===== src/usan_pkg.sv =====
// ----------------------------------------------------------------------------
// usan_pkg: shared types and constants for the UTF-8 sanitizing stream
// Request structs for both channels, the job descriptor passed from the
// classifier to the emitter, and the byte decode helpers.
// ----------------------------------------------------------------------------
package usan_pkg;

	// Input request: one raw byte of the text
	typedef struct packed {
		logic [7:0] in_byte;
		logic       end_of_text;
	} item_t;

	// Output request: one byte of the sanitized text
	typedef struct packed {
		logic [7:0] out_byte;
		logic       run_last;
		logic       text_last;
		logic       text_valid;
	} result_t;

	// Work for one input byte: r1 replacements, nraw raw bytes, r2 replacements
	typedef struct packed {
		logic [3:0][7:0] raw_bytes;
		logic [2:0]      nraw;
		logic [2:0]      r1;
		logic [1:0]      r2;
		logic [3:0]      len;
		logic            text_end;
		logic            text_ok;
	} job_t;

	localparam int QUEUE_DEPTH = 4;

	// Sequence lengths announced by a lead byte
	localparam logic [2:0] LEN_BAD  = 3'd0;
	localparam logic [2:0] LEN_ONE  = 3'd1;
	localparam logic [2:0] LEN_TWO  = 3'd2;
	localparam logic [2:0] LEN_THR  = 3'd3;
	localparam logic [2:0] LEN_FOUR = 3'd4;

	// U+FFFD encoded
	localparam logic [7:0] REPL_B0 = 8'hEF;
	localparam logic [7:0] REPL_B1 = 8'hBF;
	localparam logic [7:0] REPL_B2 = 8'hBD;

	localparam logic [1:0] CONT_TAG = 2'b10;

	// Classify a byte met while no sequence is open
	function automatic logic [2:0] lead_len(input logic [7:0] b);
		logic [2:0] len;
		unique case (b) inside
			[8'h00:8'h7F]: len = LEN_ONE;
			[8'hC2:8'hDF]: len = LEN_TWO;
			[8'hE0:8'hEF]: len = LEN_THR;
			[8'hF0:8'hF4]: len = LEN_FOUR;
			default:       len = LEN_BAD;
		endcase
		return len;
	endfunction

	// Byte of the replacement character at position ph (0..2)
	function automatic logic [7:0] repl_byte(input logic [1:0] ph);
		logic [7:0] v;
		case (ph)
			2'd0:    v = REPL_B0;
			2'd1:    v = REPL_B1;
			default: v = REPL_B2;
		endcase
		return v;
	endfunction

endpackage


===== src/utf8_sanitize_stream_top.sv =====
// ----------------------------------------------------------------------------
// utf8_sanitize_stream_top: UTF-8 sanitizing byte stream
// Passes well-formed UTF-8 through and replaces malformed or truncated
// sequences with U+FFFD (EF BF BD), flagging whole-text validity at the end.
// ----------------------------------------------------------------------------
// Usage:
//   item channel   : one raw byte per request, end_of_text on the final byte.
//   result channel : one sanitized byte per request; run_last closes the
//                    bytes caused by one input, text_last closes the text and
//                    carries text_valid.
//   Both channels: a request moves on a rising edge with valid high and
//   stall low.
//   Path: with the emitter idle, a taken input passes the job queue, the
//   emitter job register and the output register; queued jobs wait for the
//   ones ahead. Throughput: one input per cycle while the 4-entry job queue
//   has room; the emitter sends one output byte per cycle when not stalled, so
//   an input costing k result bytes (1 to 12) holds the emitter until all
//   are out. Bytes that only extend a sequence produce no emitter work.
//   Reset clears the open sequence, the queue and the output valid flag.
//   A stalled result holds; the queue then fills and item_stall rises.
// ----------------------------------------------------------------------------
module utf8_sanitize_stream_top (
	input  logic              clk,
	input  logic              arst_n,
	input  logic              item_valid,
	input  usan_pkg::item_t   item,
	output logic              item_stall,
	output logic              result_valid,
	output usan_pkg::result_t result,
	input  logic              result_stall
);
	import usan_pkg::*;

	job_t push_job;
	job_t q_data;
	logic push;
	logic q_full;
	logic q_valid;
	logic pop;

	// Classifier
	usan_front u_front (
		.clk        (clk),
		.arst_n     (arst_n),
		.item_valid (item_valid),
		.item       (item),
		.item_stall (item_stall),
		.q_full     (q_full),
		.push       (push),
		.job        (push_job)
	);

	// Job queue
	usan_queue u_queue (
		.clk       (clk),
		.arst_n    (arst_n),
		.push      (push),
		.push_data (push_job),
		.full      (q_full),
		.pop       (pop),
		.q_valid   (q_valid),
		.q_data    (q_data)
	);

	// Emitter
	usan_back u_back (
		.clk          (clk),
		.arst_n       (arst_n),
		.q_valid      (q_valid),
		.q_data       (q_data),
		.pop          (pop),
		.result_valid (result_valid),
		.result       (result),
		.result_stall (result_stall)
	);

endmodule


===== src/usan_front.sv =====
// ----------------------------------------------------------------------------
// usan_front: byte classifier
// Accepts input requests, tracks the open sequence and turns each byte into
// a job descriptor for the emitter. Bytes that only extend a sequence
// produce no job.
// ----------------------------------------------------------------------------
module usan_front (
	input  logic           clk,
	input  logic           arst_n,
	input  logic           item_valid,
	input  usan_pkg::item_t item,
	output logic           item_stall,
	input  logic           q_full,
	output logic           push,
	output usan_pkg::job_t job
);
	import usan_pkg::*;

	logic [2:0][7:0] held_q;
	logic [1:0]      hcnt_q;
	logic [2:0]      slen_q;
	logic            err_q;

	logic [1:0] hcnt_n;
	logic [2:0] slen_n;
	logic       wr_en;
	logic [1:0] wr_idx;
	logic       fresh;
	logic [2:0] flen;
	logic       is_cont;
	logic       complete;
	logic       rep_any;
	logic       accept;
	logic [4:0] len_w;

	assign is_cont  = (item.in_byte[7:6] == CONT_TAG);
	assign complete = (({1'b0, hcnt_q} + 3'd1) >= slen_q);
	assign flen     = lead_len(item.in_byte);

	// Classify the byte and build the job
	always_comb begin
		job       = '0;
		hcnt_n    = hcnt_q;
		slen_n    = slen_q;
		wr_en     = 1'b0;
		wr_idx    = 2'd0;
		fresh     = 1'b0;
		if (hcnt_q == 2'd0) begin
			fresh = 1'b1;
		end else if (is_cont) begin
			if (complete) begin
				for (int k = 0; k < 3; k++) begin
					job.raw_bytes[k] = (2'(k) < hcnt_q) ? held_q[k] : item.in_byte;
				end
				job.raw_bytes[3] = item.in_byte;
				job.nraw = {1'b0, hcnt_q} + 3'd1;
				hcnt_n   = 2'd0;
				slen_n   = 3'd0;
			end else begin
				wr_en  = 1'b1;
				wr_idx = hcnt_q;
				hcnt_n = hcnt_q + 2'd1;
			end
		end else begin
			// sequence broken: every held byte is replaced
			job.r1 = {1'b0, hcnt_q};
			hcnt_n = 2'd0;
			slen_n = 3'd0;
			fresh  = 1'b1;
		end
		if (fresh) begin
			if (flen == LEN_ONE) begin
				job.raw_bytes[0] = item.in_byte;
				job.nraw         = 3'd1;
			end else if (flen == LEN_BAD) begin
				job.r1 = job.r1 + 3'd1;
			end else begin
				wr_en  = 1'b1;
				wr_idx = 2'd0;
				hcnt_n = 2'd1;
				slen_n = flen;
			end
		end
		// end of text flushes whatever is still held
		if (item.end_of_text) begin
			job.r2 = hcnt_n;
			hcnt_n = 2'd0;
			slen_n = 3'd0;
		end
		len_w        = {1'b0, job.r1, 1'b0} + {2'b00, job.r1} + {2'b00, job.nraw}
			+ {2'b00, job.r2, 1'b0} + {3'b000, job.r2};
		job.len      = len_w[3:0];
		rep_any      = (job.r1 != 3'd0) || (job.r2 != 2'd0);
		job.text_end = item.end_of_text;
		job.text_ok  = !(err_q || rep_any);
	end

	assign item_stall = q_full;
	assign accept     = item_valid && !q_full;
	assign push       = accept && (job.len != 4'd0);

	// Held bytes: written only when needed, no reset
	always_ff @(posedge clk) begin
		if (accept && wr_en) begin
			held_q[wr_idx] <= item.in_byte;
		end
	end

	// Sequence state and per-text error flag
	always_ff @(posedge clk or negedge arst_n) begin
		if (!arst_n) begin
			hcnt_q <= 2'd0;
			slen_q <= 3'd0;
			err_q  <= 1'b0;
		end else if (accept) begin
			hcnt_q <= hcnt_n;
			slen_q <= slen_n;
			err_q  <= item.end_of_text ? 1'b0 : (err_q || rep_any);
		end
	end

endmodule


===== src/usan_queue.sv =====
// ----------------------------------------------------------------------------
// usan_queue: job queue
// Small FIFO that decouples the classifier from the emitter. Full is taken
// from the stored count only, so stall on one side never reaches the other
// in the same cycle.
// ----------------------------------------------------------------------------
module usan_queue (
	input  logic           clk,
	input  logic           arst_n,
	input  logic           push,
	input  usan_pkg::job_t push_data,
	output logic           full,
	input  logic           pop,
	output logic           q_valid,
	output usan_pkg::job_t q_data
);
	import usan_pkg::*;

	localparam int PW = $clog2(QUEUE_DEPTH);

	job_t            mem [QUEUE_DEPTH];
	logic [PW-1:0]   wr_ptr_q;
	logic [PW-1:0]   rd_ptr_q;
	logic [PW:0]     cnt_q;

	assign full    = (cnt_q == (PW+1)'(QUEUE_DEPTH));
	assign q_valid = (cnt_q != '0);
	assign q_data  = mem[rd_ptr_q];

	// Storage
	always_ff @(posedge clk) begin
		if (push) begin
			mem[wr_ptr_q] <= push_data;
		end
	end

	// Pointers and fill count
	always_ff @(posedge clk or negedge arst_n) begin
		if (!arst_n) begin
			wr_ptr_q <= '0;
			rd_ptr_q <= '0;
			cnt_q    <= '0;
		end else begin
			if (push) begin
				wr_ptr_q <= wr_ptr_q + 1'b1;
			end
			if (pop) begin
				rd_ptr_q <= rd_ptr_q + 1'b1;
			end
			if (push && !pop) begin
				cnt_q <= cnt_q + 1'b1;
			end else if (pop && !push) begin
				cnt_q <= cnt_q - 1'b1;
			end
		end
	end

endmodule


===== src/usan_back.sv =====
// ----------------------------------------------------------------------------
// usan_back: byte emitter
// Walks one job at a time, one output byte per cycle unless the result is
// stalled: leading replacements, raw bytes, trailing replacements. The next
// job is loaded on the cycle the last byte of the current one goes out.
// ----------------------------------------------------------------------------
module usan_back (
	input  logic             clk,
	input  logic             arst_n,
	input  logic             q_valid,
	input  usan_pkg::job_t   q_data,
	output logic             pop,
	output logic             result_valid,
	output usan_pkg::result_t result,
	input  logic             result_stall
);
	import usan_pkg::*;

	job_t       job_q;
	logic       busy_q;
	logic [2:0] r1_q;
	logic [1:0] r2_q;
	logic [2:0] raw_left_q;
	logic [1:0] raw_pos_q;
	logic [1:0] ph_q;
	logic [3:0] rem_q;
	logic       out_valid_q;
	result_t    out_q;

	logic       advance;
	logic       last_byte;
	logic [7:0] cur_byte;

	assign advance   = busy_q && (!out_valid_q || !result_stall);
	assign last_byte = (rem_q == 4'd1);
	assign pop       = q_valid && (!busy_q || (advance && last_byte));

	// Pick the byte for the current position
	always_comb begin
		if (r1_q != 3'd0) begin
			cur_byte = repl_byte(ph_q);
		end else if (raw_left_q != 3'd0) begin
			cur_byte = job_q.raw_bytes[raw_pos_q];
		end else begin
			cur_byte = repl_byte(ph_q);
		end
	end

	// Job payload
	always_ff @(posedge clk) begin
		if (pop) begin
			job_q <= q_data;
		end
	end

	// Sequencer counters
	always_ff @(posedge clk or negedge arst_n) begin
		if (!arst_n) begin
			busy_q     <= 1'b0;
			r1_q       <= 3'd0;
			r2_q       <= 2'd0;
			raw_left_q <= 3'd0;
			raw_pos_q  <= 2'd0;
			ph_q       <= 2'd0;
			rem_q      <= 4'd0;
		end else if (pop) begin
			busy_q     <= 1'b1;
			r1_q       <= q_data.r1;
			r2_q       <= q_data.r2;
			raw_left_q <= q_data.nraw;
			raw_pos_q  <= 2'd0;
			ph_q       <= 2'd0;
			rem_q      <= q_data.len;
		end else if (advance) begin
			rem_q <= rem_q - 4'd1;
			if (last_byte) begin
				busy_q <= 1'b0;
			end
			if (r1_q != 3'd0 || raw_left_q == 3'd0) begin
				// inside a replacement character
				if (ph_q == 2'd2) begin
					ph_q <= 2'd0;
					if (r1_q != 3'd0) begin
						r1_q <= r1_q - 3'd1;
					end else begin
						r2_q <= r2_q - 2'd1;
					end
				end else begin
					ph_q <= ph_q + 2'd1;
				end
			end else begin
				raw_left_q <= raw_left_q - 3'd1;
				raw_pos_q  <= raw_pos_q + 2'd1;
			end
		end
	end

	// Output register
	always_ff @(posedge clk) begin
		if (advance) begin
			out_q.out_byte   <= cur_byte;
			out_q.run_last   <= last_byte;
			out_q.text_last  <= last_byte && job_q.text_end;
			out_q.text_valid <= last_byte && job_q.text_end && job_q.text_ok;
		end
	end

	always_ff @(posedge clk or negedge arst_n) begin
		if (!arst_n) begin
			out_valid_q <= 1'b0;
		end else if (advance) begin
			out_valid_q <= 1'b1;
		end else if (!result_stall) begin
			out_valid_q <= 1'b0;
		end
	end

	assign result_valid = out_valid_q;
	assign result       = out_q;

endmodule


===== config.mk =====
export PLATFORM = sky130hd
export DESIGN_NAME = utf8_sanitize_stream_top
export DESIGN_NICKNAME = d
export VERILOG_FILES = /design/src/usan_pkg.sv /design/src/utf8_sanitize_stream_top.sv /design/src/usan_front.sv /design/src/usan_queue.sv /design/src/usan_back.sv
export SDC_FILE = /design/constraint.sdc
export NUM_CORES = 1
export LEC_CHECK = 0
export ABC_AREA = 1
export ABC_CLOCK_PERIOD_IN_PS = 7500
export BUFFER_PORTS_ARGS = -buffer_cell sky130_fd_sc_hd__buf_2
export CAP_MARGIN = 5
export CORE_MARGIN = 2
export CORE_UTILIZATION = 55
export CTS_BUF_LIST = sky130_fd_sc_hd__clkbuf_4
export DETAILED_ROUTE_END_ITERATION = 10
export PLACE_DENSITY = 0.74
export SETUP_SLACK_MARGIN = 0.1
export SLEW_MARGIN = 20
export SYNTH_ARGS = -nofsm -noshare
export SYNTH_HDL_FRONTEND = slang
export SYNTH_SLANG_ARGS = --single-unit

===== constraint.sdc =====
create_clock -name clk -period 7.5 [get_ports clk]
set_clock_uncertainty 0.15 [all_clocks]
set_input_delay 2.25 -clock clk [delete_from_list [all_inputs] [get_ports clk]]
set_output_delay 2.25 -clock clk [all_outputs]
set_load 0.01 [all_outputs]

---- Word level (Yosys, flattened, before mapping) ----
Memory sizes are Yosys's and may differ from the RTL's.
Cells that the tools add are included.
W data, S select, Z words.
cells by class
  bitwise operators ....................... 0
  eq/ne operators ......................... 8
  magnitude comparators ................... 15
  $add $sub $neg .......................... 16
  shift operators ......................... 0
  multipliers ............................. 0
  reduce and logical (&&, ||, !) cells .... 47
  multiplexer cells ....................... 76
  div/mod/pow operators ................... 0
operator list
  kind                   count
  $mux W35               2
  $mux W3                19
  $mux W8                7
  $mux W2                22
  $mux W38               1
  $bwmux W24             1
  $ge A8 B8 Y1 const B   3
  $le A8 B8 Y1 const B   3
  $bmux W8 S2            1
  $demux W8 S2           1
  $mux W1                16
  $logic_and A1 B1 Y1    15
  $mux W14               1
  $pmux W7 S2            1
  $reduce_bool A2 Y1     7
  $add A4 B3 Y4          3
  $pmux W3 S4            1
  $reduce_bool A3 Y1     4
  $mux W11               1
  $add A2 B1 Y2 const B  5
  $sub A3 B1 Y3 const B  3
  $ge A8 B1 Y1 const B   1
  $le A8 B7 Y1 const B   1
  $mux W4                2
  other kinds (23)       41
storage, ports and cells
  memory bits (writable) .................. 184
  register bits after elaboration ......... 98
  bits in read-only memories .............. 0
  bits of input ports ..................... 13
  logic and storage cells ................. 189
  latch bits .............................. 0
  memories kept ........................... 1
memory list
  name         words  width  read ports  clocked after memory_dff  wr ports  RTL line          text
  u_queue.mem  4      46     1           0                         1         usan_queue.sv:21  job_t mem [QUEUE_DEPTH];

---- Longest topological paths before layout ----
Gate-level depths: netlist of the first run.
  depth after elaboration ................. 19
  depth in mapped cells ................... 36

---- Hierarchy ----
Synthesis of the first run repeated with hierarchy kept, for this count alone.
unflattened totals
  cells, all modules ...................... 1066
  area total of the unflattened synthesis .. 12908.6 um^2
by module, submodules not included
  module      seq. area each (um^2)  cells each  area an instance (um^2)  times used
  usan_queue  5700.5                 586         8105.3                   1
  usan_back   1751.7                 239         2693.8                   1
  usan_front  870.8                  241         2109.5                   1

---- Least setup slack after synthesis of the first run ----
OpenSTA, ideal clock, no wires.
  path type ............................... in2reg
  start point ............................. input item[8] in the netlist's numbering
  end point ............................... memory u_queue.mem[0][0] in the netlist's numbering, enable pin
  setup time .............................. 0.445 ns
  stages .................................. 19
  setup slack ............................. -0.197 ns
  buffers on the path ..................... 0
  arrival time ............................ 7.101 ns
  cell sequence ........................... inv_2 > nor2_4 > nor2_1 > ha_1 > nand4_1 > nand2_2 > nand2_1 > inv_1 > fa_1 > fa_1 > ha_1 > a21oi_1 > nand2_1 > xor2_1 > nand3b_1 > nand2_2 > nand3_4 > nand2_4 > nor2_1
RTL lines
  item             RTL line                        text
  start, declared  utf8_sanitize_stream_top.sv:26  input usan_pkg::item_t item,
  end, declared    usan_queue.sv:21

==> metrics, run 1 <==
Hold Buf Count CTS 0; LEAKAGE 4.84 nW; largest net degree at the start of global routing 91; row cnt 52; setup tns final 0 ns; Die ar. 22100 um^2; Final Non-Filler Cells 1320; CTS tree yes; Clock Sinks 274; hold endpoint u_front.err_q; post-route minimum period 6.57 ns; Cell Area, Synth 11500 um^2; Worst Hold Launch u_front.err_q; DP Wirelength 13800 um; CP delay by family, top adder cells; Ports 26; DR WL/cell 17.4 um; final wirelength 23000 um; final net count 1040; period utilization 87.6%; first-pass GRT wire length 36800 um; RePlAce Congestion 0.863; worst slack, placed 0.259 ns; Worst Tran Pin Value 0.980 ns; Slowest Stage Delay on Critical Path 0.59 ns; crit path kind in2reg; Synth area leaders edfxtp_1 64%, dfrtp_1 6.3%, o21ai_0 6.3%; r2r startpoint u_front.hcnt_q[1]; H-Tree Level Count 3; R2R cell count 27; Synth area leader edfxtp_1; setup repair bufs after CTS 0; vias in the first global route 7208; top cells by count, synth 245 x edfxtp_1, 146 x nor2_1, 145 x o21ai_0, 67 x nand2_1, 62 x inv_1; GRT Overall Usage 21.8%; FF-to-FF setup slack 1.17 ns; Mapped Cells 925; Yosys top cell area share 63.8%; CTS resizes 0; GRT met3 Usage 5.57%; post-synthesis sequential area ratio 70.1%; status completed; drt first-iter violations 584; final hold viol count 0; ANT nets after route 0; Worst Hold Depth 2; CP startpoint kind primary input; final setup vio count 0; Max Freq 0.152 GHz; CTS Buffer Depth 3; CP Max Fanout 16; layout cells sized above 1 18.7%; Total Power 4.99 mW; most frequent cell after synthesis edfxtp_1; Cell variety after synth 46; WP data arrival 6.95 ns; Worst-Skew Late Latency 0.66 ns; DIE HEIGHT 149 um; final core occ 63.4%; initial core utilization 56.5%; storage element area 8080 um^2; CP required 7.88 ns; Clock Root Buffer clkbuf_4; vias post-DR 7259; Warnings, synthesis 0; drt first pass iters 5; Congestion Overflow GR 0; RSZ-0062 raised after global routing no; #FFs+latches synth 274; CTS buffer count 70; EDFF count, synth 245; final slew viol count 0; area added between synthesis and finish 12.3%; met1 Track Usage GR 29.8%; Multi-input gate area 3050 um^2; most used routing layer met2; Placed Cells incl. Taps 1197; PD cells 385 nW/um^2; slowest CP cell fa_1; Peak VDD IR 0.192 mV; Async SR Flop Fraction 10.6%; DR vias/cell 5.50; most common flop cell mapped by yosys edfxtp_1; fill cell count 1542; r2r endpoint u_queue.cnt_q[2]; Hold WC Path Type reg2reg; worst setup margin 0.930 ns; Core Region 20400 um^2; M2 GR Usage 34.4%; DRC 0; Synth Area per Inst 12.5 um^2; Die X 149 um; crit end category register; initial antenna violation count 1; Buf+Inv Stages, Crit Path 5; clock transition at the registers of the reported paths 0.06 ns; max cap viols 0; Slew headroom 34.4%; PortBufs 25
==> logic make-up after synthesis <==
family | after synthesis | share of synthesized area (%)
mux | 1 | 0.0976
buf+inv | 112 | 3.89
flops | 274 | 70.1
compound gates | 237 | 11.7
fa+ha+maj | 28 | 3.30
xor+xnor | 8 | 0.607
simple gates | 264 | 10.3
other cells | 1 | 0.0325
==> tightest hold or removal path, cell delays in order, from the launching register on <==
cell,delay (ns)
dfrtp_1,0.35
nand2_1,0.07
o21ai_2,0.05
==> cell usage in the layout, fill, tap and decap left out, types with 11 or more instances in the layout <==
| master | synthesis | final |
|---|---|---|
| clkinv_1 | 4 | 16 |
| clkbuf_4 | 0 | 101 |
| inv_1 | 62 | 61 |
| o22ai_1 | 46 | 46 |
| nand2_1 | 67 | 67 |
| edfxtp_1 | 245 | 245 |
| dfrtp_1 | 29 | 28 |
| o211ai_1 | 11 | 11 |
| ha_1 | 24 | 24 |
| o21ai_0 | 145 | 145 |
| nor2_1 | 146 | 142 |
| buf_2 | 5 | 25 |
==> how the worst max path moves through the flow <==
stage / to / start / cells past startpoint / slack, ns
global placement: u_queue.cnt_q[2] / item[8] / 26 / 0.39
global route: u_queue.cnt_q[2] / item[8] / 26 / 0.60
detailed placement: u_queue.cnt_q[2] / item[8] / 26 / 0.26
floorplan: u_queue.mem[0][0] / item[8] / 19 / -0.20
CTS: u_queue.cnt_q[2] / item[8] / 26 / 0.98
finish: u_queue.cnt_q[2] / item[8] / 26 / 0.93
==> where the power goes <==
group | switching (mW) | internal [mW] | total (mW)
combinational | 0.975 | 0.442 | 1.42
sequential | 0.128 | 2.15 | 2.28
clock | 0.570 | 0.724 | 1.29
==> state kept, by name, indices dropped and copies added (netlist names), 3 cells and up <==
register,flops
u_queue.mem,176
u_back.job_q,34
u_front.held_q,24
u_back.result,11
u_back.rem_q,4
u_back.r1_q,3
u_back.raw_left_q,3
u_front.slen_q,3
u_queue.cnt_q,3
==> cell type report <==
cell class	count	share of cell area [%]
Tap cell	270	2.61
Timing Repair Buffer	39	2.16
Inverter	72	2.09
Sequential cell	274	62.4
Clock inverter	21	1.30
Clock buffer	101	5.85
Multi-Input combinational cell	542	23.6
Antenna cell	1	0.0193
==> metal layers <==
layer | wire [um] | vias to the layer above
li1 | - | 3515
met1 | 10100 | 3477
met2 | 10900 | 232
met3 | 1670 | 35
met4 | 380 | 0
met5 | 0 | -
==> stage by stage <==
step	cell area [um^2]	hold slack [ns]
finish	13000	0.347
global placement	12000	0.332
global route	13000	0.380
CTS	12900	0.352
detailed placement	12000	0.334
floorplan	11500	0.306
(Power assumes the default switching activity.)
==> inputs of run 2 (changes only) <==
--- a/config.mk
+++ b/config.mk
@@ -8,10 +8,12 @@
 export ABC_AREA = 1
 export ABC_CLOCK_PERIOD_IN_PS = 7500
 export BUFFER_PORTS_ARGS = -buffer_cell sky130_fd_sc_hd__buf_2
-export CAP_MARGIN = 5
+export CAP_MARGIN = 0
+export CORE_ASPECT_RATIO = 0.8
 export CORE_MARGIN = 2
 export CORE_UTILIZATION = 55
 export CTS_BUF_LIST = sky130_fd_sc_hd__clkbuf_4
+export CTS_CLUSTER_SIZE = 16
 export DETAILED_ROUTE_END_ITERATION = 10
 export PLACE_DENSITY = 0.74
 export SETUP_SLACK_MARGIN = 0.1
==> metrics, run 2 (synthesis results as in run 1) <==
status completed; max reg flops 176; Clock Sinks 274; area added between synthesis and finish 11.9%; Peak VDD IR 0.204 mV; largest net degree at the start of global routing 91; PD cells 382 nW/um^2; Hold Buf Count CTS 0; CP required 7.88 ns; GRT met3 Usage 5.35%; CP startpoint kind primary input; crit end category register; drt first-iter violations 724; CTS buffer count 70; initial antenna violation count 0; period utilization 86.3%; DR WL/cell 18.2 um; final hold viol count 0; Worst Tran Pin Value 1.05 ns; Largest regs u_queue.mem x176, u_back.job_q x34, u_front.held_q x24; WHS 0.349 ns; DRC 0; GRT Overall Usage 22.1%; RePlAce Congestion 0.850; RSZ-0062 raised after global routing no; LEAKAGE 4.83 nW; # diodes 0; DIE HEIGHT 134 um; DR vias/cell 5.60; Max Freq 0.154 GHz; WP data arrival 6.86 ns; most common cell after layout, fill and taps aside edfxtp_1; DP Wirelength 14400 um; vias in the first global route 7007; PortBufs 25; max cap viols 0; Multi-input gate area 3050 um^2; M2 GR Usage 32.1%; CTS resizes 0; Ports 26; initial core utilization 55.9%; clock transition at the registers of the reported paths 0.06 ns; storage element area 8080 um^2; commonest non-fill, non-tap cells in the layout 245 x edfxtp_1, 145 x o21ai_0, 142 x nor2_1; H-Tree Level Count 3; post-route minimum period 6.47 ns; Congestion Overflow GR 0; final wirelength 24000 um; Hold WC Path Type reg2reg; Clock Root Buffer clkbuf_4; CP Max Fanout 8; Most flops, register u_queue.mem; fill cell count 1592; setup tns final 0 ns; ANT nets after route 0; Die ar. 22200 um^2; row cnt 47; layout cells sized above 1 18.3%; final slew viol count 0; CTS tree yes; setup repair bufs after CTS 0; vias post-DR 7409; final net count 1044; Slew headroom 29.9%; final setup vio count 0; Core Region 20600 um^2; met1 Track Usage GR 33.3%; Worst-Skew Late Latency 0.66 ns; drt first pass iters 5; CTS Buffer Depth 3; first-pass GRT wire length 37900 um; most used routing layer met1; crit path kind in2reg; Die X 166 um
[run 2: cell types whose count changed in the layout (fill, tap and decap cells not counted), sizes merged, moves of 2 or more]
| cell | before | now |
|---|---|---|
| clkbuf | 101 | 98 |
| clkinv | 19 | 23 |
| buf | 39 | 43 |
| inv | 69 | 71 |
| bufinv | 3 | 1 |
[run 2: cell type report]
cell class,count,share of cell area (%)
inverters,72,2.09
multi-input cells,542,23.6
flip-flops and latches,274,62.6
clock buffers,98,5.70
clock inverters,24,0.950
repair buffers,43,2.40
well taps,269,2.61
[run 2: critical path, cell delays in order]
cell      delay, ns
buf_2          0.11
inv_2          0.13
nor2_4         0.07
nor2_1         0.23
ha_1           0.30
nand4_1        0.13
nand2_2        0.07
nand2_1        0.07
inv_1          0.15
fa_1           0.60
fa_1           0.42
ha_1           0.35
a21oi_1        0.13
nand2_1        0.07
xor2_1         0.18
nand3b_1       0.15
nand2_2        0.08
nand3_4        0.10
nand2_4        0.11
inv_1          0.10
ha_1           0.14
inv_1          0.07
fa_1           0.43
a21oi_1        0.14
o21ai_0        0.11
xor2_1         0.15
[run 2: worst paths after layout]
path | from | endpoint | slack (ns) | cells after the start
max | item[8] | u_queue.cnt_q[2] | 1.03 | 26
min | u_back.raw_left_q[2] | u_back.raw_left_q[2] | 0.35 | 2
max reg2reg | u_front.hcnt_q[1] | u_queue.cnt_q[2] | 1.50 | 28
min reg2reg | u_back.raw_left_q[2] | u_back.raw_left_q[2] | 0.35 | 2
max in group asynchronous | arst_n | u_queue.rd_ptr_q[0] | 5.23 | 1
min in group asynchronous | arst_n | u_back.r1_q[2] | 1.49 | 1
[run 2: layer usage]
| layer | up-vias | share of wire [%] |
|---|---|---|
| li1 | 3522 | - |
| met1 | 3584 | 47 |
| met2 | 276 | 44 |
| met3 | 27 | 7.5 |
| met4 | 0 | 1.1 |
| met5 | - | 0 |
[run 2: report_power, final]
| part | total [mW] | internal [mW] | leakage (nW) | switching, mW |
|---|---|---|---|---|
| clock network | 1.20 | 0.640 | 0.512 | 0.565 |
| registers | 2.28 | 2.15 | 2.64 | 0.127 |
| logic | 1.45 | 0.442 | 1.67 | 1.01 |
| total | 4.93 | 3.23 | 4.83 | 1.70 |
[run 2: per-stage QoR]
step	std cells	power, mW	utilization (%)	setup WS, ns	instance area, um^2
detailed placement	1200	3.75	58.4	0.352	12000
CTS	1322	4.97	62.5	1.06	12900
global placement	1200	3.70	58.4	0.524	12000
finish	1322	4.93	62.5	1.03	12900
global route	1322	5.25	62.5	0.730	12900
floorplan	928	3.29	-	-0.197	11500
==> inputs of run 3 (changes only) <==
--- a/config.mk
+++ b/config.mk
@@ -6,11 +6,10 @@
 export NUM_CORES = 1
 export LEC_CHECK = 0
 export ABC_AREA = 1
-export ABC_CLOCK_PERIOD_IN_PS = 7500
+export ABC_CLOCK_PERIOD_IN_PS = 7400
 export BUFFER_PORTS_ARGS = -buffer_cell sky130_fd_sc_hd__buf_2
 export CAP_MARGIN = 0
 export CORE_ASPECT_RATIO = 0.8
-export CORE_MARGIN = 2
 export CORE_UTILIZATION = 55
 export CTS_BUF_LIST = sky130_fd_sc_hd__clkbuf_4
 export CTS_CLUSTER_SIZE = 16
@@ -21,3 +20,4 @@
 export SYNTH_ARGS = -nofsm -noshare
 export SYNTH_HDL_FRONTEND = slang
 export SYNTH_SLANG_ARGS = --single-unit
+export TNS_END_PERCENT = 20
==> constraint.sdc (replaced) <==
create_clock -name clk -period 7.4 [get_ports clk]
set_clock_uncertainty 0.15 [all_clocks]
set_input_delay 2.22 -clock clk [delete_from_list [all_inputs] [get_ports clk]]
set_output_delay 2.22 -clock clk [all_outputs]
set_load 0.01 [all_outputs]
==> metrics, run 3 (synthesis results as in run 1) <==
M2 GR Usage 33.4%; post-route minimum period 6.43 ns; DP Wirelength 14100 um; worst setup margin 0.972 ns; Hold WC Path Type reg2reg; largest net degree at the start of global routing 91; design area 12900 um^2; met1 Track Usage GR 35.6%; Largest regs u_queue.mem x176, u_back.job_q x34, u_front.held_q x24; WP data arrival 6.79 ns; most common cell after layout, fill and taps aside edfxtp_1; drt first-iter violations 677; period utilization 86.9%; R2R cell count 27; final slew viol count 0; first-pass GRT wire length 37800 um; commonest non-fill, non-tap cells in the layout 245 x edfxtp_1, 145 x o21ai_0, 142 x nor2_1; CP startpoint kind primary input; max reg flops 176; row cnt 46; status completed; most used routing layer met1; WHS 0.353 ns; Worst-Skew Late Latency 0.66 ns; Max Freq 0.156 GHz; Worst Hold Depth 2; max cap viols 0; area added between synthesis and finish 11.7%; crit end category register; Ports 26; vias post-DR 7389; final net count 1040; Most flops, register u_queue.mem; CTS buffer count 68; GRT met3 Usage 5.18%; LEAKAGE 4.83 nW; Worst Tran Pin Value 1.03 ns; Hold Buf Count CTS 0; final setup vio count 0; final hold viol count 0; DIE HEIGHT 132 um; crit path kind in2reg; setup repair bufs after CTS 0; PortBufs 25; CTS tree yes; vias in the first global route 7034; Slew headroom 31.4%; Die X 164 um; initial antenna violation count 1; Clock Sinks 274; drt first pass iters 5; Peak VDD IR 0.363 mV; Core Region 20200 um^2; RSZ-0062 raised after global routing no; CTS Buffer Depth 3; final wirelength 23900 um; Die ar. 21600 um^2; clock transition at the registers of the reported paths 0.06 ns; H-Tree Level Count 3; CTS resizes 0; layout cells sized above 1 18.9%; DRC 0; RePlAce Congestion 0.855; PD cells 387 nW/um^2; ANT nets after route 0; DR WL/cell 18.2 um; worst slack, placed 0.335 ns; area post-placement 12000 um^2; CP required 7.76 ns; DR vias/cell 5.62; Congestion Overflow GR 0; CP Max Fanout 8; initial core utilization 57.1%; GRT Overall Usage 23.3%; Clock Root Buffer clkbuf_4
[run 3: changes by cell type in the layout (fill, tap and decap cells not counted), sizes merged]
cell    previous run  this run
diode              0         1
clkbuf            98       103
buf               43        41
bufinv             1         0
clkinv            23        18
[run 3: metal layers]
layer / wire [um] / vias to the layer above
met1: 10900 / 3530
met2: 10600 / 303
met5: 0 / -
li1: - / 3527
met3: 2190 / 29
met4: 255 / 0
[run 3: stage by stage]
stage / std cells / TNS (ns) / power [mW] / util (%)
2_1_floorplan: 928 / -46.93 / 3.33 / -
3_3_place_gp: 1193 / 0 / 3.75 / 59.5
3_5_place_dp: 1193 / 0 / 3.81 / 59.5
4_1_cts: 1314 / 0 / 5.02 / 63.7
5_1_grt: 1315 / 0 / 5.32 / 63.8
6_report: 1315 / 0 / 4.99 / 63.8
[run 3: final cells by class]
| cell class | instances | area [um^2] |
|---|---|---|
| Fill cell | 1532 | 7320 |
| Multi-Input combinational cell | 542 | 3050 |
| Tap cell | 264 | 330 |
| Inverter | 72 | 270 |
| Timing Repair Buffer | 41 | 295 |
| Clock inverter | 18 | 76.3 |
| Sequential cell | 274 | 8080 |
| Clock buffer | 103 | 773 |
| Antenna cell | 1 | 2.50 |
[run 3: final timing paths]
| check | startpoint | end | slack (ns) |
|---|---|---|---|
| min | u_front.err_q | u_front.err_q | 0.35 |
| min in group asynchronous | arst_n | u_back.r1_q[2] | 1.48 |
| max in group asynchronous | arst_n | u_queue.rd_ptr_q[0] | 5.11 |
| min reg2reg | u_front.err_q | u_front.err_q | 0.35 |
| max reg2reg | u_front.hcnt_q[1] | u_queue.cnt_q[2] | 1.05 |
| max | item[8] | u_queue.cnt_q[2] | 0.97 |
[run 3: critical path, cell delays in order]
cell and delay, ns:
buf_2 0.11, inv_2 0.12, nor2_4 0.07, nor2_1 0.22, ha_1 0.29, nand4_1 0.13
nand2_2 0.07, nand2_1 0.09, inv_1 0.15, fa_1 0.59, fa_1 0.43, ha_1 0.35
a21oi_1 0.13, nand2_1 0.08, xor2_1 0.16, nand3b_1 0.14, nand2_2 0.08, nand3_4 0.10
nand2_4 0.11, inv_1 0.09, ha_1 0.14, inv_1 0.07, fa_1 0.43, a21oi_1 0.14
o21ai_0 0.11, xor2_1 0.15
[run 3: report_power, final]
group | switching [mW] | internal, mW
Combinational | 1.02 | 0.449
Sequential | 0.129 | 2.18
Clock | 0.573 | 0.638
Total | 1.72 | 3.27
